==> config.mk <==
export PLATFORM = sky130hd
export DESIGN_NAME = hotkey_match_table
export DESIGN_NICKNAME = d
export VERILOG_FILES = /design/src/hdl/hmt_pkg.sv /design/src/hdl/hotkey_match_table.sv
export VERILOG_INCLUDE_DIRS = /design/src /design/src/hdl
export SDC_FILE = /design/constraint.sdc
export NUM_CORES = 2
export LEC_CHECK = 0
export BUFFER_PORTS_ARGS = -buffer_cell sky130_fd_sc_hd__buf_4
export CORE_MARGIN = 1.5
export CORE_UTILIZATION = 60
export CTS_CLUSTER_SIZE = 8
export DETAILED_ROUTE_END_ITERATION = 6
export MAX_ROUTING_LAYER = met4
export PLACE_DENSITY = 0.76
export SLEW_MARGIN = 30
export SYNTH_ARGS = -nofsm -noshare
export SYNTH_HDL_FRONTEND = slang
export SYNTH_MEMORY_MAX_BITS = 65536
export SYNTH_SLANG_ARGS = --single-unit
==> constraint.sdc <==
create_clock -name clk -period 14.2 [get_ports clk]
set_input_delay 2.84 -clock clk [delete_from_list [all_inputs] [get_ports clk]]
set_output_delay 2.84 -clock clk [all_outputs]
set_load 0.01 [all_outputs]
==> src/hdl/hotkey_match_table_defines.svh <==
// Assertion macros shared by the hotkey match table RTL.
`ifndef HOTKEY_MATCH_TABLE_DEFINES_SVH
`define HOTKEY_MATCH_TABLE_DEFINES_SVH

// Same-cycle implication, checked at every rising edge out of reset.
`define HMT_ASSERT_IMP(label, ante, cons, msg) \
	label: assert property (@(posedge clk) disable iff (!arst_n) (ante) |-> (cons)) \
		else $error(msg);

// Next-cycle implication, checked at every rising edge out of reset.
`define HMT_ASSERT_NXT(label, ante, cons, msg) \
	label: assert property (@(posedge clk) disable iff (!arst_n) (ante) |=> (cons)) \
		else $error(msg);

`endif

==> src/hdl/hmt_pkg.sv <==
// Types, codes and constants of the hotkey match table.
`default_nettype none
package hmt_pkg;

	localparam int HMT_ENTRIES = 64;

	localparam logic [2:0] MODE_ADD       = 3'd0;
	localparam logic [2:0] MODE_REMOVE    = 3'd1;
	localparam logic [2:0] MODE_REMOVE_EV = 3'd2;
	localparam logic [2:0] MODE_FILTER    = 3'd3;
	localparam logic [2:0] MODE_LOOKUP    = 3'd4;

	localparam logic [1:0] STATUS_DONE      = 2'd0;
	localparam logic [1:0] STATUS_DUPLICATE = 2'd1;
	localparam logic [1:0] STATUS_NOT_FOUND = 2'd2;
	localparam logic [1:0] STATUS_FULL      = 2'd3;

	localparam logic [31:0] HMT_SHIFT_MASK   = 32'h0000_0001;
	localparam logic [31:0] HMT_CONTROL_MASK = 32'h0000_0004;
	localparam logic [31:0] HMT_MOD1_MASK    = 32'h0000_0008;
	localparam logic [31:0] HMT_SUPER_MASK   = 32'h0400_0000;
	localparam logic [31:0] HMT_HYPER_MASK   = 32'h0800_0000;
	localparam logic [31:0] HMT_RELEASE_MASK = 32'h4000_0000;
	localparam logic [31:0] HMT_MASK_RESET   = 32'h4C00_000D;

	localparam logic [28:0] KEY_SHIFT_L   = 29'h0FFE1;
	localparam logic [28:0] KEY_SHIFT_R   = 29'h0FFE2;
	localparam logic [28:0] KEY_CONTROL_L = 29'h0FFE3;
	localparam logic [28:0] KEY_CONTROL_R = 29'h0FFE4;
	localparam logic [28:0] KEY_META_L    = 29'h0FFE7;
	localparam logic [28:0] KEY_META_R    = 29'h0FFE8;
	localparam logic [28:0] KEY_ALT_L     = 29'h0FFE9;
	localparam logic [28:0] KEY_ALT_R     = 29'h0FFEA;
	localparam logic [28:0] KEY_SUPER_L   = 29'h0FFEB;
	localparam logic [28:0] KEY_SUPER_R   = 29'h0FFEC;
	localparam logic [28:0] KEY_HYPER_L   = 29'h0FFED;
	localparam logic [28:0] KEY_HYPER_R   = 29'h0FFEE;

	typedef struct packed {
		logic [2:0]  mode;
		logic [28:0] key_code;
		logic [31:0] key_modifiers;
		logic [28:0] previous_key_code;
		logic [31:0] previous_modifiers;
		logic [15:0] event_id;
	} req_t;

	typedef struct packed {
		logic [1:0]  status;
		logic [15:0] matched_event;
	} rsp_t;

	typedef struct packed {
		logic        valid;
		logic [28:0] key_code;
		logic [31:0] modifiers;
		logic [15:0] event_id;
	} entry_t;

	function automatic logic [31:0] key_mod_bit(input logic [28:0] key);
		logic [31:0] bits;
		case (key) inside
			KEY_SHIFT_L, KEY_SHIFT_R:                      bits = HMT_SHIFT_MASK;
			KEY_CONTROL_L, KEY_CONTROL_R:                  bits = HMT_CONTROL_MASK;
			KEY_META_L, KEY_META_R, KEY_ALT_L, KEY_ALT_R:  bits = HMT_MOD1_MASK;
			KEY_SUPER_L, KEY_SUPER_R:                      bits = HMT_SUPER_MASK;
			KEY_HYPER_L, KEY_HYPER_R:                      bits = HMT_HYPER_MASK;
			default:                                       bits = '0;
		endcase
		return bits;
	endfunction

endpackage
`default_nettype wire

==> src/hdl/hotkey_match_table.sv <==
// Hotkey match table: entry memory, scan sequencer and result register.
`default_nettype none
`include "hotkey_match_table_defines.svh"

// Binds keys (key code plus normalized modifiers) to nonzero event ids in an
// ENTRIES-deep single-port-write memory. After reset a clearing pass runs,
// writing one entry per cycle, before the first request beat is taken;
// configuration beats are taken at any time. Every request then scans the
// whole memory through its one read port, one entry per cycle from a
// registered read, and no new request is taken until the last one's result
// is loaded. Removals write back during the scan; an add writes its free
// slot once the scan ends. The result sits in an output register, so a
// stalled consumer holds only the following result, not the scan.
module hotkey_match_table
	import hmt_pkg::*;
#(
	parameter int ENTRIES = HMT_ENTRIES
) (
	input  wire          clk,
	input  wire          arst_n,
	input  wire          cfg_valid,
	output logic         cfg_ready,
	input  wire  [31:0]  cfg_data,
	input  wire          req_valid,
	output logic         req_ready,
	input  req_t         req,
	output logic         rsp_valid,
	input  wire          rsp_ready,
	output rsp_t         rsp
);

	localparam int AW = (ENTRIES > 1) ? $clog2(ENTRIES) : 1;
	localparam int CW = $clog2(ENTRIES + 1);
	localparam logic [CW-1:0] PTR_END  = CW'(ENTRIES);
	localparam logic [CW-1:0] PTR_LAST = CW'(ENTRIES - 1);

	localparam logic [1:0] ST_CLEAR = 2'd0;
	localparam logic [1:0] ST_IDLE  = 2'd1;
	localparam logic [1:0] ST_SCAN  = 2'd2;
	localparam logic [1:0] ST_DONE  = 2'd3;

	logic [1:0]    state_q;
	logic [CW-1:0] ptr_q;
	logic [31:0]   mask_q;
	logic          rsp_valid_q;
	rsp_t          rsp_q;

	logic [2:0]    op_mode_q;
	logic [28:0]   op_key_q;
	logic [31:0]   op_mods_q;
	logic [15:0]   op_ev_q;
	logic          op_search_q;
	logic          found_q;
	logic [15:0]   match_q;
	logic          free_found_q;
	logic [AW-1:0] free_idx_q;
	logic          ev_any_q;

	entry_t        entry_mem_q [ENTRIES];
	entry_t        rd_data_s1;
	logic          rd_valid_s1;
	logic [AW-1:0] addr_s1;

	logic          rd_en;
	logic [AW-1:0] rd_addr;
	logic          wr_en;
	logic [AW-1:0] wr_addr;
	entry_t        wr_data;

	logic          req_fire;
	logic          load;
	logic [31:0]   mods_n;
	logic [31:0]   pmods_n;
	logic          gate_ok;
	logic          entry_hit;
	logic          key_clear;
	logic          ev_clear;
	logic          free_slot;
	logic          add_commit;
	logic [1:0]    status_d;
	logic [15:0]   match_d;

	assign cfg_ready = 1'b1;
	assign req_ready = (state_q == ST_IDLE);
	assign req_fire  = req_valid && req_ready;
	assign rsp_valid = rsp_valid_q;
	assign rsp       = rsp_q;
	assign load      = (state_q == ST_DONE) && (!rsp_valid_q || rsp_ready);

	assign mods_n  = (req.key_modifiers & mask_q) | key_mod_bit(req.key_code);
	assign pmods_n = (req.previous_modifiers & mask_q) | key_mod_bit(req.previous_key_code);

	always_comb begin
		gate_ok = 1'b1;
		if ((mods_n & HMT_RELEASE_MASK) != '0) begin
			if ((pmods_n & HMT_RELEASE_MASK) != '0) begin
				gate_ok = 1'b0;
			end else if (mods_n != (pmods_n | HMT_RELEASE_MASK)) begin
				gate_ok = 1'b0;
			end else if (req.key_code != req.previous_key_code &&
				(key_mod_bit(req.key_code) == '0 ||
				key_mod_bit(req.previous_key_code) == '0)) begin
				gate_ok = 1'b0;
			end
		end
	end

	assign rd_en   = (state_q == ST_SCAN) && (ptr_q != PTR_END);
	assign rd_addr = ptr_q[AW-1:0];

	assign entry_hit = rd_valid_s1 && rd_data_s1.valid && op_search_q &&
		rd_data_s1.key_code == op_key_q && rd_data_s1.modifiers == op_mods_q;
	assign key_clear = entry_hit && (op_mode_q == MODE_REMOVE);
	assign ev_clear  = rd_valid_s1 && rd_data_s1.valid && (op_mode_q == MODE_REMOVE_EV) &&
		rd_data_s1.event_id == op_ev_q && op_ev_q != '0;
	assign free_slot = rd_valid_s1 && !rd_data_s1.valid;
	assign add_commit = load && (op_mode_q == MODE_ADD) && op_ev_q != '0 &&
		!found_q && free_found_q;

	always_comb begin
		wr_en   = 1'b0;
		wr_addr = addr_s1;
		wr_data = '0;
		if (state_q == ST_CLEAR) begin
			wr_en   = 1'b1;
			wr_addr = ptr_q[AW-1:0];
		end else if (add_commit) begin
			wr_en   = 1'b1;
			wr_addr = free_idx_q;
			wr_data = '{valid: 1'b1, key_code: op_key_q, modifiers: op_mods_q,
				event_id: op_ev_q};
		end else if (key_clear || ev_clear) begin
			wr_en = 1'b1;
		end
	end

	always_comb begin
		status_d = STATUS_DONE;
		match_d  = '0;
		case (op_mode_q)
			MODE_ADD: begin
				if (op_ev_q == '0) begin
					status_d = STATUS_DONE;
				end else if (found_q) begin
					status_d = STATUS_DUPLICATE;
				end else if (!free_found_q) begin
					status_d = STATUS_FULL;
				end
			end
			MODE_REMOVE: begin
				if (!found_q) begin
					status_d = STATUS_NOT_FOUND;
				end
			end
			MODE_REMOVE_EV: begin
				if (!ev_any_q) begin
					status_d = STATUS_NOT_FOUND;
				end
			end
			MODE_FILTER, MODE_LOOKUP: begin
				if (found_q) begin
					match_d = match_q;
				end
			end
			default: begin
				status_d = STATUS_DONE;
			end
		endcase
	end

	always_ff @(posedge clk) begin
		if (wr_en) begin
			entry_mem_q[wr_addr] <= wr_data;
		end
	end

	always_ff @(posedge clk) begin
		if (rd_en) begin
			rd_data_s1 <= entry_mem_q[rd_addr];
		end
		addr_s1 <= rd_addr;
	end

	always_ff @(posedge clk or negedge arst_n) begin
		if (!arst_n) begin
			state_q     <= ST_CLEAR;
			ptr_q       <= '0;
			mask_q      <= HMT_MASK_RESET;
			rd_valid_s1 <= 1'b0;
			rsp_valid_q <= 1'b0;
		end else begin
			rd_valid_s1 <= rd_en;
			if (cfg_valid && cfg_ready) begin
				mask_q <= cfg_data;
			end
			if (rsp_valid_q && rsp_ready) begin
				rsp_valid_q <= 1'b0;
			end
			case (state_q)
				ST_CLEAR: begin
					if (ptr_q == PTR_LAST) begin
						ptr_q   <= '0;
						state_q <= ST_IDLE;
					end else begin
						ptr_q <= ptr_q + 1'b1;
					end
				end
				ST_IDLE: begin
					if (req_fire) begin
						ptr_q   <= '0;
						state_q <= ST_SCAN;
					end
				end
				ST_SCAN: begin
					if (ptr_q == PTR_END) begin
						state_q <= ST_DONE;
					end else begin
						ptr_q <= ptr_q + 1'b1;
					end
				end
				ST_DONE: begin
					if (load) begin
						rsp_valid_q <= 1'b1;
						state_q     <= ST_IDLE;
					end
				end
				default: begin
					state_q <= ST_IDLE;
				end
			endcase
		end
	end

	always_ff @(posedge clk) begin
		if (req_fire) begin
			op_mode_q    <= req.mode;
			op_key_q     <= req.key_code;
			op_mods_q    <= mods_n;
			op_ev_q      <= req.event_id;
			op_search_q  <= (req.mode != MODE_FILTER) || gate_ok;
			found_q      <= 1'b0;
			match_q      <= '0;
			free_found_q <= 1'b0;
			free_idx_q   <= '0;
			ev_any_q     <= 1'b0;
		end else begin
			if (entry_hit) begin
				found_q <= 1'b1;
				match_q <= rd_data_s1.event_id;
			end
			if (free_slot && !free_found_q) begin
				free_found_q <= 1'b1;
				free_idx_q   <= addr_s1;
			end
			if (ev_clear) begin
				ev_any_q <= 1'b1;
			end
		end
		if (load) begin
			rsp_q <= '{status: status_d, matched_event: match_d};
		end
	end

	`HMT_ASSERT_IMP(a_wr_rd_apart, wr_en && rd_en, wr_addr != rd_addr, "write hits read entry")
	`HMT_ASSERT_IMP(a_key_unique, entry_hit, !found_q, "key stored twice")
	`HMT_ASSERT_IMP(a_zero_ev_kept, state_q == ST_SCAN && op_mode_q == MODE_REMOVE_EV && op_ev_q == '0, !wr_en, "event zero removed entries")
	`HMT_ASSERT_NXT(a_scan_starts, req_fire, state_q == ST_SCAN && ptr_q == '0, "scan did not start")

endmodule
`default_nettype wire

## Word-level counts from Yosys, hierarchy flattened

Memory sizes are Yosys's and may differ from the RTL's. A register that Yosys moved wholly into a read port is not among the register bits.
Index checks and enable logic that the tools add are counted.
Widths: inputs -> output; s select.

- Memory bits (writable): 4992
- Register bits: 173
- Memories: 1
- Word-level logic and storage cells: 164

Memories:

| name | words | bits a word | rd ports | clocked after memory_dff | wr ports | line | RTL |
|---|---|---|---|---|---|---|---|
| entry_mem_q | 64 | 78 | 1 | 1 | 1 | hotkey_match_table.sv:59 | `entry_t entry_mem_q [ENTRIES];` |

- Bitwise logic cells: 4
- Add/sub/neg operators: 1
- Equality and inequality tests: 45
- Multiplexer cells: 47
- Reduce and logical (&&, ||, !) cells: 48

Operator list:

| operator | number |
|---|---|
| $eq 29x16->1 const B | 24 |
| $mux 32 | 13 |
| $mux 78 | 2 |
| $mux 28 | 3 |
| $and 32x32->32 | 2 |
| $logic_not 32->1 | 2 |
| $or 32x32->32 | 2 |
| $eq 32x32->1 | 1 |
| $ne 32x32->1 | 1 |
| $eq 29x29->1 | 1 |
| $ne 29x29->1 | 1 |
| $mux 7 | 3 |
| $pmux 7 s3 | 1 |
| $logic_and 1x1->1 | 19 |
| $mux 2 | 9 |
| $reduce_or 2->1 | 9 |
| $eq 16x16->1 | 1 |
| $logic_not 16->1 | 1 |
| $reduce_bool 16->1 | 1 |
| $mux 1 | 12 |
| $mux 6 | 2 |
| $pmux 2 s4 | 1 |
| $reduce_or 4->1 | 2 |
| $add 7x1->7 const B | 1 |
| other kinds (20) | 31 |

## Depth between registers and ports, before layout

- Word-level depth: 20
- Gate-level depth with buffers: 11

## Worst setup path after synthesis

OpenSTA, ideal clock, no wires.

- Path type: input to register
- From: input rsp_ready
- To: memory entry_mem_q[15][0] in the netlist's numbering (enable)
- Data arrival time: 7.472 ns
- Path buffers: 1
- Setup slack: 6.213 ns
- Cell stages on the path: 8
- Library setup time: 0.515 ns
- Required time: 13.685 ns
- Path through: nand2b_1 > and3_1 > buf_1 > nand2_1 > mux2i_1 > o21ai_0 > o211ai_1 > nor2_1

- Longest elaborated chain between the ends: 10
- Elaborated cells between the ends (all ways): 12

RTL lines:

| element | line | RTL |
|---|---|---|
| start, declared | hotkey_match_table.sv:28 | `input wire rsp_ready,` |
| $logic_or 1x1->1 (*) | hotkey_match_table.sv:88 | `assign load = (state_q == ST_DONE) && (!rsp_valid_q \|\| rsp_ready);` |
| $logic_and 1x1->1 (*) | hotkey_match_table.sv:88 |  |
| $logic_and 1x1->1 (*) (3 in series) | hotkey_match_table.sv:117 | `assign add_commit = load && (op_mode_q == MODE_ADD) && op_ev_q != '0 &&` |
| $logic_and 1x1->1 (*) | hotkey_match_table.sv:118 | `!found_q && free_found_q;` |
| $mux 1 | hotkey_match_table.sv:127 | `end else if (add_commit) begin` |
| $mux 1 | hotkey_match_table.sv:124 | `if (state_q == ST_CLEAR) begin` |
| $mux 1 | hotkey_match_table.sv:172 | `if (wr_en) begin` |
| $mux 1 (not written as such) | hotkey_match_table.sv:173 | `entry_mem_q[wr_addr] <= wr_data;` |
| end, declared | hotkey_match_table.sv:59 |  |

Every way passes the cells marked *; elsewhere a longest branch is shown, timed or not.

## Final worst setup path

- From: input rsp_ready
- To: memory entry_mem_q[30][29] in the netlist's numbering (enable)

Same word-level chain as after synthesis.

==> results.md <==
* Largest stage delay, worst path at around 760 ps
* Residual DRC at 1
* Most frequent cell after synthesis: edfxtp_1
* Num rows at ~210
* Net Count, Synth at 8187
* Max Root-Sink Buffers at 4
* Die Footprint at ~340000 sq um
* Slew Viols, Final at 0
* Final setup vio count at 0
* RSZ-0062 raised after global routing: false
* Synth Warn # at 0
* First DRT Iteration DRCs at 18080
* Violated checks: design-rule violations
* Worst slew pin tran at roughly 1200 ps
* Hold path depth at 2
* Pre-CTS setup slack at 6635 ps
* Distinct cells, synth at 64
* Avg Cell Area, Syn at between 20 and 30 sq um
* Worst path depth at 10
* Logic pwr share at between 20% and 30%
* Vias in the first global route at ~100k
* Mapped cell area at ~200000 sq um
* CTS tree: done
* Final period util at 45.69%
* Most frequent cells after synthesis: 5169 x edfxtp_1, 1638 x mux4_2, 309 x clkbuf_1
* Layout cells sized above 1 at between 30% and 40%
* Placed cells at about 12000
* CP Capture Type: flop
* Post-synth top flop: edfxtp_1
* Fin nets at approximately 9000
* Number of max-cap violations at 0
* IO buf count at about 200
* Clk_lat worst skew at 1100 ps
* Clk pin slew, worst setup/hold paths at approximately 50 ps
* Post_cts resized at 0
* Core area at between 300000 and 400000 sq um
* Top delay family on crit path: simple AND/OR/NAND/NOR gates
* CP required at roughly 15000 ps
* Routability Congestion at 0.9291
* Fmax at 154.1 MHz
* Setup CP Type: primary input to flop
* Reg power frac at between 40% and 50%
* GRT Total Usage at 37.57%
* Setup bufs post-CTS at 0
* Post-synth top area share at around 78%
* Clock power share at between 30% and 40%
* Post-Syn Instances at 8002
* Crit-path max FO at 35
* Clock Skew at about 59 ps
* TritonCTS buffer count at approximately 730
* Worst Hold Class: flop to flop
* CP max-delay cell: buf_4
* Hold wc startpoint: match_q[13]
* Tmin final at about 6500 ps
* CTS sink cnt at roughly 5200
* Sw Pwr at 12.15 mW
* TritonRoute pass-1 iters at 7
* Seq/Total Area, Yosys at 78.42%
* Net Sw Frac at between 20% and 30%
* WL per Instance at 45.43 microns
* Power Density at roughly 190 nW/um^2
* Worst Setup SP: rsp_ready
* Initial antenna violation count at 53
* DR vias/cell at around 7.5
* CTS root buffer: clkbuf_16
* Max-Slew Margin vs Limit at between 20% and 30%
* Area delta synth->final at 14.39%
* Hpwl dp at around 290 mm
* Status: finished, violations left
* Largest area contributor in the netlist: edfxtp_1
* IO Count at between 150 and 200
* Reg2Reg Depth at 10
* Most Frequent Cell on Critical Path: buf_4
* Fin Hold WS at ~500 ps
* Top post-synthesis cells by area: edfxtp_1 78%, mux4_2 18%, clkbuf_1 0.58%, dfrtp_1 0.46%, and2_1 0.37%
* Final hold vios at 0
* EDFF count, synth at 5169
* Final ANT Viol Nets at 0
* Worst r2r src: rd_data_s1[19]
* Buf/Inv on CP at 3
* Initial core utilization at between 60% and 70%
* CTS Hold Buffers Added at 0
* Grt total ovfl at 0
* CP Data Arrival Time at 7170 ps
* Fillers at between 15000 and 20000
* Fin cells at approximately 13000
* Post-route setup slack at just under 8000 ps
* CP startpoint kind: primary input
* Number of H-tree levels at 6
* Setup_tns at 0 ps
* Die Ht at 580.5 microns
* Maximum VDD drop at approximately 170 uV
* Via count at 101100
* Die Wd at approximately 580 microns
* Largest net degree at the start of global routing at 151
* Synthesis-stage register bit count at approximately 5200
* Routed WL at slightly above 600 mm
* Pint at a little over 30 mW
* Crit-path cells: buf_4 -> nand2b_1 -> and3_1 -> nand3_1 -> a31oi_1 -> and2_1 -> nand2b_1 -> nor2_4 -> buf_4 -> buf_4
* Post-synth ARST share at less than 1%
* First-pass GRT wire length at 840.0 mm
* Pleak at 68.71 nW
[sequential cells by signal (all words and copies together), names as in the netlist, 2 cells and up]
name,count
state_q,2
op_ev_q,16
op_mode_q,3
entry_mem_q,4992
ptr_q,7
rd_data_s1,78
mask_q,32
match_q,16
rsp,18
op_mods_q,32
addr_s1,6
free_idx_q,6
op_key_q,29
[power groups by stage]
stage | Clock [mW] | Combinational, mW | Sequential (mW)
final | 15.7 | 9.15 | 18.2
after global routing | 16.3 | 9.33 | 18.2
after CTS | 15.7 | 9.00 | 18.1
after detailed placement | 0 | 8.68 | 18.3
after global placement | 0 | 8.52 | 18.3
after floorplan | 0 | 6.29 | 18.2
[worst reg2reg max path, delay by kind of cell (launching register included)]
family | cells | cell delay (ps)
AOI/OAI and AO/OA | 2 | 1200
DFF | 1 | 630
xor gates and xnor gates | 1 | 320
and+or+nand+nor | 4 | 2080
buffers and inverters | 3 | 1780
[metrics by stage]
| stage | power [mW] | area, sq um | utilization [%] |
|---|---|---|---|
| final | 43.00 | 228900 | 69.14 |
| after global routing | 43.78 | 228900 | 69.14 |
| after global placement | 26.83 | 208300 | 62.91 |
| after floorplan | 24.50 | 200100 | - |
| after detailed placement | 27.03 | 208800 | 63.08 |
| after CTS | 42.86 | 228400 | 69.00 |
[layout make-up]
cell class | count | area, sq um | area share [%]
Multi-Input combinational cell | 2333 | 42160 | 18.42
Sequential cell | 5243 | 156900 | 68.56
Timing Repair Buffer | 494 | 4439 | 1.939
Antenna cell | 80 | 200.2 | 0.08746
Clock buffer | 805 | 18610 | 8.131
Inverter | 29 | 108.9 | 0.04755
Clock inverter | 54 | 975.9 | 0.4264
Tap cell | 4366 | 5463 | 2.386
[cell usage in the layout (no fill, tap or decap), types with 15 or more instances in the layout]
master     instances
nor2_4            66
xnor2_1           71
clkinv_16         15
nor2_1            55
nand2_1           43
nand4_1           26
diode_2           80
buf_6             22
edfxtp_1        5169
nor4_1            18
xor2_1            45
buf_4            434
mux2_2            34
mux2i_1           24
buf_12            15
o21ai_0           20
clkbuf_1          72
and2_1            96
inv_1             29
dfxtp_1           31
dfrtp_1           31
buf_16            23
nor2b_1           15
clkbuf_16        733
mux4_2          1638
[path summary, 6_finish.rpt]
check	slack (ps)	end
setup / recovery	7710	entry_mem_q[30][29]
hold / removal	500	match_q[13]
setup reg to reg	7750	entry_mem_q[30][29]
hold reg to reg	500	match_q[13]
max in group asynchronous	11700	mask_q[19]
min in group asynchronous	1840	mask_q[7]
[cell families after synthesis]
logic type | after synthesis | synth area share, %
AOI/OAI and AO/OA | 100 | 0.3708
xor gates and xnor gates | 117 | 0.5121
adders and majority gates | 7 | 0.04377
buffers and inverters | 426 | 0.8141
DFF | 5243 | 78.42
muxes | 1696 | 18.75
other | 1 | 0.001874
and+or+nand+nor | 412 | 1.090
[metal layers]
metal | wire length, microns | global-route usage, % | vias up
li1 | - | - | 36190
met1 | 187900 | 45.72 | 52870
met2 | 294200 | 57.48 | 10020
met3 | 81800 | 9.276 | 2013
met4 | 45140 | 23.07 | 0
met5 | 0 | - | -
No activity file was read; power rests on OpenSTA's default activity.
